===== src/hdl/hkrb_pkg.sv =====
// ----------------------------------------------------------------------------
// hkrb_pkg: shared types and constants of the keyboard report builder
// Key event codes, the controller-to-datapath command and status structs and
// the fixed ASCII-to-usage table.
// ----------------------------------------------------------------------------
`default_nettype none

package hkrb_pkg;

	localparam int NUM_SLOTS = 6;

	// Key code ranges and report bits
	localparam logic [7:0] RAW_BASE   = 8'd136;
	localparam logic [7:0] LEFT_SHIFT = 8'h02;

	// Key event kinds carried in the low bits of the input request
	typedef enum logic [1:0] {
		FUNC_PRESS       = 2'd0,
		FUNC_RELEASE     = 2'd1,
		FUNC_RELEASE_ALL = 2'd2,
		FUNC_WRITE       = 2'd3
	} func_t;

	// Controller to datapath
	typedef struct packed {
		logic  capture; // take a new request into the item register
		logic  exec;    // perform op on the report and load the output register
		func_t op;      // press, release or release all
		logic  last;    // last result of the current request
	} hkrb_cmd_t;

	// Datapath to controller
	typedef struct packed {
		func_t func;    // kind of the request held in the item register
	} hkrb_status_t;

	// ASCII to usage table; bit 7 marks a character that needs left shift.
	localparam logic [7:0] ASCII_ROM [128] = '{
		8'h00, 8'h00, 8'h00, 8'h00, 8'h00, 8'h00, 8'h00, 8'h00,
		8'h2a, 8'h2b, 8'h28, 8'h00, 8'h00, 8'h00, 8'h00, 8'h00,
		8'h00, 8'h00, 8'h00, 8'h00, 8'h00, 8'h00, 8'h00, 8'h00,
		8'h00, 8'h00, 8'h00, 8'h00, 8'h00, 8'h00, 8'h00, 8'h00,
		8'h2c, 8'h9e, 8'hb4, 8'ha0, 8'ha1, 8'ha2, 8'ha4, 8'h34,
		8'ha6, 8'ha7, 8'ha5, 8'hae, 8'h36, 8'h2d, 8'h37, 8'h38,
		8'h27, 8'h1e, 8'h1f, 8'h20, 8'h21, 8'h22, 8'h23, 8'h24,
		8'h25, 8'h26, 8'hb3, 8'h33, 8'hb6, 8'h2e, 8'hb7, 8'hb8,
		8'h9f, 8'h84, 8'h85, 8'h86, 8'h87, 8'h88, 8'h89, 8'h8a,
		8'h8b, 8'h8c, 8'h8d, 8'h8e, 8'h8f, 8'h90, 8'h91, 8'h92,
		8'h93, 8'h94, 8'h95, 8'h96, 8'h97, 8'h98, 8'h99, 8'h9a,
		8'h9b, 8'h9c, 8'h9d, 8'h2f, 8'h31, 8'h30, 8'ha3, 8'had,
		8'h35, 8'h04, 8'h05, 8'h06, 8'h07, 8'h08, 8'h09, 8'h0a,
		8'h0b, 8'h0c, 8'h0d, 8'h0e, 8'h0f, 8'h10, 8'h11, 8'h12,
		8'h13, 8'h14, 8'h15, 8'h16, 8'h17, 8'h18, 8'h19, 8'h1a,
		8'h1b, 8'h1c, 8'h1d, 8'haf, 8'hb1, 8'hb0, 8'hb5, 8'h00
	};

endpackage

`default_nettype wire


===== src/hdl/hkrb_ctrl.sv =====
// ----------------------------------------------------------------------------
// hkrb_ctrl: sequencing controller of the keyboard report builder
// Accepts one request at a time, issues one or two report operations for it
// and keeps the valid flag of the output register.
// ----------------------------------------------------------------------------
`default_nettype none

module hkrb_ctrl
	import hkrb_pkg::*;
(
	input  wire logic         clk,
	input  wire logic         arst_n,
	input  wire logic         s_tvalid,
	output logic              s_tready,
	output logic              m_tvalid,
	input  wire logic         m_tready,
	input  wire hkrb_status_t status,
	output hkrb_cmd_t         cmd
);

	typedef enum logic [2:0] {
		ST_IDLE = 3'b001,
		ST_EXEC = 3'b010,
		ST_REL  = 3'b100
	} state_t;

	state_t state_q, state_d;
	logic   out_valid_q;
	logic   out_free;

	// The output register may be reloaded when empty or being emptied.
	assign out_free = !out_valid_q || m_tready;
	assign s_tready = (state_q == ST_IDLE);
	assign m_tvalid = out_valid_q;

	always_comb begin
		state_d     = state_q;
		cmd.capture = 1'b0;
		cmd.exec    = 1'b0;
		cmd.op      = FUNC_PRESS;
		cmd.last    = 1'b1;
		case (state_q)
			ST_IDLE: begin
				if (s_tvalid) begin
					cmd.capture = 1'b1;
					state_d     = ST_EXEC;
				end
			end
			ST_EXEC: begin
				// A write starts as a press and is finished by a release.
				cmd.op   = (status.func == FUNC_WRITE) ? FUNC_PRESS : status.func;
				cmd.last = (status.func != FUNC_WRITE);
				if (out_free) begin
					cmd.exec = 1'b1;
					state_d  = (status.func == FUNC_WRITE) ? ST_REL : ST_IDLE;
				end
			end
			ST_REL: begin
				cmd.op = FUNC_RELEASE;
				if (out_free) begin
					cmd.exec = 1'b1;
					state_d  = ST_IDLE;
				end
			end
			default: begin
				state_d = ST_IDLE;
			end
		endcase
	end

	always_ff @(posedge clk or negedge arst_n) begin
		if (!arst_n) begin
			state_q     <= ST_IDLE;
			out_valid_q <= 1'b0;
		end else begin
			state_q <= state_d;
			if (cmd.exec) begin
				out_valid_q <= 1'b1;
			end else if (m_tready) begin
				out_valid_q <= 1'b0;
			end
		end
	end

endmodule

`default_nettype wire


===== src/hdl/hkrb_dpath.sv =====
// ----------------------------------------------------------------------------
// hkrb_dpath: report state and key handling of the keyboard report builder
// Holds the modifier byte and six key slots, decodes the key code and applies
// press, release and release all; the outcome lands in the output register.
// ----------------------------------------------------------------------------
`default_nettype none

module hkrb_dpath
	import hkrb_pkg::*;
(
	input  wire logic        clk,
	input  wire logic        arst_n,
	input  wire hkrb_cmd_t   cmd,
	output hkrb_status_t     status,
	input  wire logic [1:0]  in_func,
	input  wire logic [7:0]  in_key_code,
	output logic      [55:0] out_report,
	output logic             out_sent,
	output logic             out_success,
	output logic             out_last
);

	// Item register
	func_t       func_q;
	logic [7:0]  code_q;

	// Report state
	logic [7:0]  mod_q;
	logic [7:0]  slots_q [NUM_SLOTS];

	// Next report state and outcome
	logic [7:0]  mod_d;
	logic [7:0]  slots_d [NUM_SLOTS];
	logic        ok;

	// Key decode
	logic [7:0]  rom_entry;
	logic [7:0]  usage;
	logic [7:0]  mod_mask;
	logic        mapped;

	assign status.func = func_q;

	always_comb begin
		rom_entry = ASCII_ROM[code_q[6:0]];
		usage     = '0;
		mod_mask  = '0;
		mapped    = 1'b1;
		if (code_q >= RAW_BASE) begin
			usage = code_q - RAW_BASE;
		end else if (code_q[7]) begin
			mod_mask = 8'd1 << code_q[2:0];
		end else if (rom_entry == '0) begin
			mapped = 1'b0;
		end else begin
			usage = {1'b0, rom_entry[6:0]};
			if (rom_entry[7]) begin
				mod_mask = LEFT_SHIFT;
			end
		end
	end

	always_comb begin
		logic present;
		logic placed;
		mod_d   = mod_q;
		slots_d = slots_q;
		ok      = 1'b1;
		present = 1'b0;
		placed  = 1'b0;
		case (cmd.op)
			FUNC_PRESS: begin
				if (!mapped) begin
					ok = 1'b0;
				end else begin
					mod_d = mod_q | mod_mask;
					// A usage of zero counts as present whenever a slot is empty.
					for (int i = 0; i < NUM_SLOTS; i++) begin
						if (slots_q[i] == usage) begin
							present = 1'b1;
						end
					end
					if (!present) begin
						for (int i = 0; i < NUM_SLOTS; i++) begin
							if (!placed && slots_q[i] == '0) begin
								slots_d[i] = usage;
								placed     = 1'b1;
							end
						end
						ok = placed;
					end
				end
			end
			FUNC_RELEASE: begin
				if (!mapped) begin
					ok = 1'b0;
				end else begin
					mod_d = mod_q & ~mod_mask;
					for (int i = 0; i < NUM_SLOTS; i++) begin
						if (usage != '0 && slots_q[i] == usage) begin
							slots_d[i] = '0;
						end
					end
				end
			end
			FUNC_RELEASE_ALL: begin
				mod_d = '0;
				for (int i = 0; i < NUM_SLOTS; i++) begin
					slots_d[i] = '0;
				end
			end
			default: begin
				ok = 1'b1;
			end
		endcase
	end

	always_ff @(posedge clk or negedge arst_n) begin
		if (!arst_n) begin
			mod_q <= '0;
			for (int i = 0; i < NUM_SLOTS; i++) begin
				slots_q[i] <= '0;
			end
		end else if (cmd.exec) begin
			mod_q   <= mod_d;
			slots_q <= slots_d;
		end
	end

	always_ff @(posedge clk) begin
		if (cmd.capture) begin
			func_q <= func_t'(in_func);
			code_q <= in_key_code;
		end
		if (cmd.exec) begin
			out_report[7:0] <= mod_d;
			for (int i = 0; i < NUM_SLOTS; i++) begin
				out_report[8*i+8 +: 8] <= slots_d[i];
			end
			out_sent    <= ok;
			out_success <= ok;
			out_last    <= cmd.last;
		end
	end

endmodule

`default_nettype wire


===== src/hdl/hid_keyboard_report_builder.sv =====
// ----------------------------------------------------------------------------
// hid_keyboard_report_builder: boot keyboard report builder, six-key rollover
// Applies key events to a report of one modifier byte and six key slots and
// delivers the report after every attempted action.
// ----------------------------------------------------------------------------
// Usage. Key events arrive as requests on the s_ stream: func in the low two
// bits (press, release, release all, write) and the key code above it. Each
// action yields a report request on the m_ stream with the modifier byte and
// the six slots in m_tdata, the sent and success flags in m_tuser and m_tlast
// marking the final report of the event. A write yields two reports, the
// press and then the release.
// Timing. An accepted event is captured into the item register and applied
// once the output register is free; a write applies its press, then its
// release. A new event is taken only after the last one is fully applied,
// while its last report may still wait in the output register. The pace is
// set by the controller, which applies each action to the shared report state.
// Stalls. If m_tready is low the finished report holds, the next action waits
// for the output register to empty and s_tready stays low meanwhile.
// Reset. arst_n clears the modifiers, empties every slot and drops m_tvalid.
// ----------------------------------------------------------------------------
`default_nettype none

module hid_keyboard_report_builder
	import hkrb_pkg::*;
(
	input  wire logic        clk,
	input  wire logic        arst_n,
	// Key event requests
	input  wire logic        s_tvalid,
	output logic             s_tready,
	input  wire logic [15:0] s_tdata,  // func[1:0], key_code[9:2], zero[15:10]
	// Report requests
	output logic             m_tvalid,
	input  wire logic        m_tready,
	output logic      [55:0] m_tdata,  // modifier_bits[7:0], slot_zero .. slot_five
	                                   // at [15:8] .. [55:48]
	output logic       [1:0] m_tuser,  // report_sent[0], success[1]
	output logic             m_tlast   // last_of_run
);

	hkrb_cmd_t    cmd;
	hkrb_status_t status;

	// The controller only sequences; all report state lives in the datapath.
	hkrb_ctrl u_ctrl (
		.clk      (clk),
		.arst_n   (arst_n),
		.s_tvalid (s_tvalid),
		.s_tready (s_tready),
		.m_tvalid (m_tvalid),
		.m_tready (m_tready),
		.status   (status),
		.cmd      (cmd)
	);

	// The upper six bits of s_tdata are padding and are not looked at.
	hkrb_dpath u_dpath (
		.clk         (clk),
		.arst_n      (arst_n),
		.cmd         (cmd),
		.status      (status),
		.in_func     (s_tdata[1:0]),
		.in_key_code (s_tdata[9:2]),
		.out_report  (m_tdata),
		.out_sent    (m_tuser[0]),
		.out_success (m_tuser[1]),
		.out_last    (m_tlast)
	);

endmodule

`default_nettype wire


===== config.mk =====
export PLATFORM = sky130hd
export DESIGN_NAME = hid_keyboard_report_builder
export DESIGN_NICKNAME = d
export VERILOG_FILES = /design/src/hdl/hkrb_pkg.sv /design/src/hdl/hkrb_ctrl.sv /design/src/hdl/hkrb_dpath.sv /design/src/hdl/hid_keyboard_report_builder.sv
export SDC_FILE = /design/constraint.sdc
export NUM_CORES = 1
export LEC_CHECK = 0
export BUFFER_PORTS_ARGS = -buffer_cell sky130_fd_sc_hd__buf_4
export CORE_UTILIZATION = 40
export CTS_CLUSTER_DIAMETER = 120
export CTS_CLUSTER_SIZE = 8
export DETAILED_ROUTE_END_ITERATION = 16
export PLACE_DENSITY = 0.57
export SLEW_MARGIN = 20
export SYNTH_ARGS = -nofsm -noshare
export SYNTH_HDL_FRONTEND = slang
export SYNTH_HIERARCHICAL = 1
export SYNTH_SLANG_ARGS = --single-unit

===== constraint.sdc =====
create_clock -name clk -period 4.2 [get_ports clk]
set_clock_uncertainty 0.1 [all_clocks]
set_input_delay 0.21 -clock clk [delete_from_list [all_inputs] [get_ports clk]]
set_output_delay 0.21 -clock clk [all_outputs]
set_load 0.01 [all_outputs]

Word-level counts from Yosys, hierarchy flattened
Memory sizes are Yosys's and may differ from the RTL's.
Index checks and enable logic that the tools add are counted.
{"block": "totals", "wordCells": 144, "in_bits": 20, "rom_bits": 1024, "ff_bits": 128, "memories": 1}
{"memory": "(name not given)", "words": 128, "width": 8, "rd": 1, "rd_ports_with_merged_regs": 0, "wr": 0, "line": "hkrb_dpath.sv:45", "source": "rom_entry = ASCII_ROM[code_q[6:0]];"}
{"block": "op_classes", "shifts": 1, "n_eq_ne": 16, "addsub": 1, "reduce_logical": 29, "order_cmp": 2, "n_bitwise": 4, "muxes": 76}
{"cell": "$mux 8", "n": 21}
{"cell": "$mux 48", "n": 3}
{"cell": "$pmux 48 s3", "n": 1}
{"cell": "$logic_not 8->1", "n": 7}
{"cell": "$eq 8x8->1", "n": 6}
{"cell": "$mux 1", "n": 40}
{"cell": "$pmux 8 s3", "n": 1}
{"cell": "$ge 8x8->1 const B", "n": 2}
{"cell": "$mux 3", "n": 4}
{"cell": "$logic_and 1x1->1", "n": 11}
{"cell": "$pmux 3 s3", "n": 1}
{"cell": "$and 8x8->8", "n": 1}
{"cell": "$not 7->8", "n": 1}
{"cell": "$not 8->8", "n": 1}
{"cell": "$or 8x8->8", "n": 1}
{"cell": "$reduce_bool 8->1", "n": 1}
{"cell": "$shl 1x3->8 const A", "n": 1}
{"cell": "$sub 8x8->8 const B", "n": 1}
{"cell": "$mux 7", "n": 1}
{"cell": "$logic_not 1->1", "n": 6}
{"cell": "$pmux 3 s2", "n": 1}
{"cell": "$eq 2x2->1 const B", "n": 2}
{"cell": "$mux 2", "n": 2}
{"cell": "$ne 2x1->1 const B", "n": 2}
{"cell": "10 further kinds", "n": 11}

Longest topological paths before layout
{"block": "logic_depth", "ltp_word": 50, "depth_mapped": 15}

By module
The synthesis kept the hierarchy.
{"mod": "hkrb_dpath", "n_inst": 1, "seq_area_each_um2": 3443.3, "cells_each": 795, "area_each_um2": 7871.3}
{"mod": "hkrb_ctrl", "n_inst": 1, "seq_area_each_um2": 101.3, "cells_each": 28, "area_each_um2": 272.8}

Least setup slack after synthesis
OpenSTA, ideal clock, no wires.
{"block": "synth_path", "path_type": "reg-to-reg", "start": "reg u_dpath.code_q[0]", "end": "reg u_dpath.out_report[46], data pin", "required_time_ns": 3.810, "arrival_time_ns": 3.448, "stages_incl_launch_ff": 14, "setup_slack_ns": 0.361, "synth_period_minus_slack_ns": 3.839, "setup_time_ns": 0.290, "cell_sequence": "edfxtp_1 > clkbuf_1 > inv_1 > ha_1 > or3b_2 > o221a_2 > a211oi_2 > nor2_2 > xnor2_1 > a2111oi_4 > a211oi_1 > nand3_1 > buf_2 > o22ai_1"}
{"element": "from (decl)", "line": "hkrb_dpath.sv:25", "source": "logic [7:0] code_q;"}
{"element": "from (signal assigned)", "line": "hkrb_dpath.sv:133", "source": "code_q <= in_key_code;"}
{"element": "to (signal, indexed assignment)", "line": "hkrb_dpath.sv:138", "source": "out_report[8*i+8 +: 8] <= slots_d[i];"}
{"element": "to (decl)", "line": "hkrb_dpath.sv:17", "source": "output logic [55:0] out_report,"}

Worst setup path in the final report
{"block": "layout_path", "start": "reg u_dpath.code_q[1]", "end": "reg u_dpath/slots_q[32] (netlist bit)"}
{"block": "layout_between", "elab_chain_cells": 20, "word_cells_on_any_way": 35}
{"element": "$not 7->8 (not written as such)", "line": "hkrb_dpath.sv:45"}
{"element": "$mem_v2 128x8"}
{"element": "$mux 8 (not written as such) (2 in a row)", "line": "hkrb_dpath.sv:45"}
{"element": "$logic_not 8->1", "line": "hkrb_dpath.sv:53", "source": "end else if (rom_entry == '0) begin"}
{"element": "$mux 7", "line": "hkrb_dpath.sv:53"}
{"element": "$mux 8", "line": "hkrb_dpath.sv:51", "source": "end else if (code_q[7]) begin"}
{"element": "$mux 8", "line": "hkrb_dpath.sv:49", "source": "if (code_q >= RAW_BASE) begin"}
{"element": "$eq 8x8->1", "line": "hkrb_dpath.sv:79", "source": "if (slots_q[i] == usage) begin"}
{"element": "$mux 1 (6 in a row)", "line": "hkrb_dpath.sv:79"}
{"element": "$mux 1", "line": "hkrb_dpath.sv:73", "source": "if (!mapped) begin"}
{"element": "$mux 1", "line": "hkrb_dpath.sv:71", "source": "case (cmd.op)"}
{"element": "$mux 48", "line": "hkrb_dpath.sv:83", "source": "if (!present) begin"}
{"element": "$mux 48", "line": "hkrb_dpath.sv:73"}
{"element": "$pmux 48 s3 (*)", "line": "hkrb_dpath.sv:71"}
{"element": "to (signal assigned)", "line": "hkrb_dpath.sv:126", "source": "slots_q <= slots_d;"}
{"element": "to (decl)", "line": "hkrb_dpath.sv:29", "source": "logic [7:0] slots_q [NUM_SLOTS];"}
Mark *: on every way between the ends. The rest lies on a longest branch, timed or not. The select of a mux whose other input is x is not followed.
A chain may end at the register's enable or synchronous reset.

==> out/results.tsv <==
stage	metric	value	unit
layout	count of nets after finishing	975	
route	drt first-iter violations	524	
critical_path	maximum fanout along the worst path	12	
synth	part of the Yosys area used for sequential elements	0.435	
critical_path	cell mode on critical path	sky130_fd_sc_hd__buf_4	
synth	number of enable flip-flop cells after synthesis	68	
synth	post-synthesis cell type with the largest combined area	sky130_fd_sc_hd__edfxtp_1	
critical_path	cell with the biggest individual delay on the critical path	sky130_fd_sc_hd__or3b_2	
sta	number of hold violations in the final report	0	
sta	RSZ-0062 raised after global routing	yes	
floorplanning	row cnt	51	
floorplanning	chip height	145	µm
cts	Longest Clk Path Bufs	2	
power	switching power share of the total	0.382	
synth	yosys synthesis warning count	6	
cts	Skew-Pair Late Insertion Delay	0.43	ns
cts	cell at the root of the clock tree	sky130_fd_sc_hd__clkbuf_16	
placed_design	routability congestion estimate	0.917	
synth	library cells used by synthesis	94	
layout	Layout area overhead	24.8	%
global_route	pin count of the biggest net entering global routing	61	
synth	Post-synth ARST share	0.469	
sta	transition time at the pin with the least slew margin	0.953	ns
cts	TritonCTS clock tree	built	
layout	final standard cell count with taps included and fillers excluded	1224	
route	wirelength, routed	26.5	mm
sta	Max Slew Vio Count	0	
route	number of detailed-routing iterations run before antenna repair	6	
critical_path	nature of the critical path startpoint	flip-flop	
critical_path	CP Data Arrival Time	4.30	ns
critical_path	register-to-register path setup slack	0.13	ns
global_route	wire length of the first global-routing pass	40.8	mm
synth	most instantiated flip-flop cell in the synthesis netlist	sky130_fd_sc_hd__edfxtp_1	
placed_design	standard cell area after detailed placement	9350	µm²
critical_path	launch point of the worst reg-to-reg path	u_dpath/code_q[1]	
synth	share of Yosys cell area claimed by the top area cell type	0.251	
power	leakage component of the power	0.00384	µW
layout	Inserted Diodes	0	
floorplanning	effective utilization at floorplan	0.413	
worst_hold_path	Hold Crit Depth	3	
global_route	highest-utilization routing layer at the global route stage	met2	
floorplanning	Die Area	20900	µm²
layout	fraction of layout instances using a drive strength above 1	0.259	
layout	fill count	1763	
worst_hold_path	class of the tightest hold or removal check	in2reg	
power	maximum vdd ir drop	0.274	mV
route	vias	7366	
synth	number of instances in the synthesized netlist	823	
route	via density per instance	6.02	
critical_path	cells traversed along the worst timing path	inv_1 > ha_1 > or3b_2 > o22ai_1 > a221oi_2 > a211oi_2 > or3_1 > a2111oi_4 > buf_4 > a211oi_1 > nand3_2 > buf_4 > o31ai_1	
sta	share of the clock period used by the worst path after layout	0.970	
cts	CTS buffer count	17	
placed_design	number of I/O port buffers	74	
cts	Clk pin slew, worst setup/hold paths	0.06	ns
route	remaining antenna violation count	0	
sta	final setup fails	0	
sta	fmax	246	MHz
critical_path	delay of the slowest critical-path stage	0.46	ns
floorplanning	Floorplan Core Area	19700	µm²
critical_path	required time of the critical path	4.43	ns
critical_path	end of the worst register-to-register path	u_dpath/slots_q[32]	
global_route	number of global-route vias before repair	7046	
run	max-cap violations	0	
critical_path	critical path start-end classification	reg2reg	
global_route	global routing usage on met1	0.357	
layout	cell area after layout	10200	µm²
cts	number of H-tree levels	4	
power	Int Pwr	3520	µW
synth	number of synthesized register bits	128	
critical_path	worst reg2reg path depth	13	
layout	multi-input combinational cell area	4270	µm²
power	sequential group share of total power	0.336	
synth	net count after synthesis	852	
route	detailed-route wire length per cell	21.7	µm
synth	synthesized cell area	8140	µm²
status	result of the run	complete, no violations	
layout	area taken by flip-flops and latches	3540	µm²
cts	# clock sinks	128	
critical_path	critical path buffer and inverter count	3	
global_route	Global Route met3 Usage	0.0484	
sta	time the final worst path needs with I/O delays and setup	4.07	ns
critical_path	kind of end point of the critical path	flip-flop	
power	power share of the combinational group	0.393	
placed_design	post-detail-place hpwl	19.0	mm
worst_hold_path	hold path startpoint	m_tready	
power	Clock power frac	0.271	
critical_path	kind of cell adding the most delay to the critical path	compound AO/OA/AOI/OAI gates	
worst_hold_path	WHS Endpoint	u_ctrl/state_q[2]	
power	total power divided by cell area	561	nW/µm²
global_route	combined global-route utilization of all metal layers	0.263	
placed_design	instance count after placement with tap cells included	1175	
floorplanning	I/O pin count	81	
global_route	initial antenna violation count	0	
global_route	grt total ovfl	0	
synth	syn avg cell area	9.90	µm²
global_route	GR met2 Demand/Resource	0.418	
floorplanning	die width	145	µm
synth	cell types with the largest area share after synthesis	sky130_fd_sc_hd__edfxtp_1 (25%), sky130_fd_sc_hd__dfrtp_1 (18%), sky130_fd_sc_hd__nand2_1 (3.6%)	
sta	headroom to the max-slew limit	0.361	
route	number of design rule violations left after detail routing	0	
power	Switch Pwr	2180	µW
sta	setup TNS	0	ns
[what timing repair did]
action                                 CTS  global route
hold buffers                            13             0
resized for setup                        0             5
buffers inserted                         0             4
endpoints found under the hold margin   70             0
setup endpoints to repair                0            82
[final cells by class]
type                            count  share of cell area
Multi-Input combinational cell    614               0.420
Sequential cell                   128               0.349
Timing Repair Buffer              163               0.130
Clock buffer                       20              0.0449
Tap cell                          265              0.0326
Clock inverter                     12              0.0155
Inverter                           22             0.00813
[tightest hold or removal path, delay by kind of cell]
family          cells  cell delay [ns]
compound gates      1             0.07
simple gates        1             0.16
buf+inv             1             0.09
[stage by stage]
stage	setup WS [ns]	total power (µW)	hold slack [ns]	utilization
final	0.127	5700	0.0356	0.515
after global routing	-0.0122	5990	0.0509	0.515
after CTS	0.0508	5670	0.0295	0.512
after detailed placement	0.0585	4100	0.277	0.474
after global placement	0.116	4050	0.255	0.474
after floorplan	0.361	3290	-0.186	-
[cells by family (layout without fill, tap and decap cells)]
group | Yosys count | count (layout) | synth area share
XOR/XNOR | 27 | 27 | 0.0290
AND/OR/NAND/NOR | 285 | 285 | 0.203
buffers and inverters | 81 | 217 | 0.0456
adder cells (fa/ha/maj) | 9 | 9 | 0.0138
multiplexers | 13 | 13 | 0.0171
flip-flops | 128 | 128 | 0.435
AO/OA/AOI/OAI | 280 | 280 | 0.256
[placed cells by master (no fill, tap or decap), types with 17 or more instances in the layout]
master / instances
sky130_fd_sc_hd__a21oi_1: 26
sky130_fd_sc_hd__buf_4: 145
sky130_fd_sc_hd__clkbuf_16: 17
sky130_fd_sc_hd__dfrtp_1: 59
sky130_fd_sc_hd__edfxtp_1: 68
sky130_fd_sc_hd__inv_1: 20
sky130_fd_sc_hd__nand2_1: 79
sky130_fd_sc_hd__nand3_1: 25
sky130_fd_sc_hd__nor2_1: 40
sky130_fd_sc_hd__nor4_1: 19
sky130_fd_sc_hd__o21ai_0: 56
sky130_fd_sc_hd__o2bb2ai_1: 30
sky130_fd_sc_hd__o31ai_1: 26
sky130_fd_sc_hd__xnor2_1: 25
[cells in the mapped netlist (7+ instances only)]
cell type,number
sky130_fd_sc_hd__edfxtp_1,68
sky130_fd_sc_hd__nor2_1,40
sky130_fd_sc_hd__nor4_1,20
sky130_fd_sc_hd__a211oi_1,9
sky130_fd_sc_hd__mux2_2,7
sky130_fd_sc_hd__xnor2_1,25
sky130_fd_sc_hd__a2111oi_0,7
sky130_fd_sc_hd__clkbuf_1,19
sky130_fd_sc_hd__buf_2,30
sky130_fd_sc_hd__o22ai_1,10
sky130_fd_sc_hd__o21ai_0,56
sky130_fd_sc_hd__nor3_1,14
sky130_fd_sc_hd__dfrtp_1,59
sky130_fd_sc_hd__a21oi_2,7
sky130_fd_sc_hd__nand3_1,25
sky130_fd_sc_hd__inv_1,20
sky130_fd_sc_hd__o31ai_1,26
sky130_fd_sc_hd__ha_1,9
sky130_fd_sc_hd__nand2_1,79
sky130_fd_sc_hd__o21ai_1,10
sky130_fd_sc_hd__nand2b_1,14
sky130_fd_sc_hd__o211ai_1,16
sky130_fd_sc_hd__a21oi_1,26
sky130_fd_sc_hd__o2bb2ai_1,30
sky130_fd_sc_hd__nor2b_1,13
sky130_fd_sc_hd__a21boi_0,15
[flip-flops by register name, indices dropped and copies added (netlist names)]
signal	cells
u_dpath/mod_q	8
u_ctrl/state_q	3
u_ctrl/m_tvalid	1
u_dpath/out_success	1
u_dpath/code_q	8
u_dpath/out_report	56
u_dpath/status	2
u_dpath/slots_q	48
u_dpath/out_last	1
[routing by layer]
layer / part of all wire / up-vias
met3: 0.052 / 38
li1: - / 3428
met1: 0.45 / 3644
met4: 0.023 / 0
met2: 0.48 / 256
met5: 0 / -
[worst max-delay path by stage]
stage,start,endpoint,slack [ns],cells after the start
6_report,u_dpath/code_q[1],u_dpath/slots_q[32],0.13,13
5_1_grt,u_dpath/code_q[0],u_dpath/out_report[19],-0.01,10
4_1_cts,u_dpath/code_q[1],u_dpath/slots_q[14],0.05,11
3_5_place_dp,u_dpath/code_q[1],u_dpath/slots_q[14],0.06,11
3_3_place_gp,u_dpath/code_q[2],u_dpath/out_report[25],0.12,11
2_1_floorplan,u_dpath/code_q[0],u_dpath/out_report[46],0.36,13
[power by group through the flow]
stage	logic [µW]	registers, µW	clock network, µW
floorplan	1430	1860	0
global placement	2130	1920	0
CTS	2180	1920	1570
global route	2420	1950	1620
detailed placement	2160	1930	0
finish	2240	1920	1550
Power figures use the tool's default switching activity.
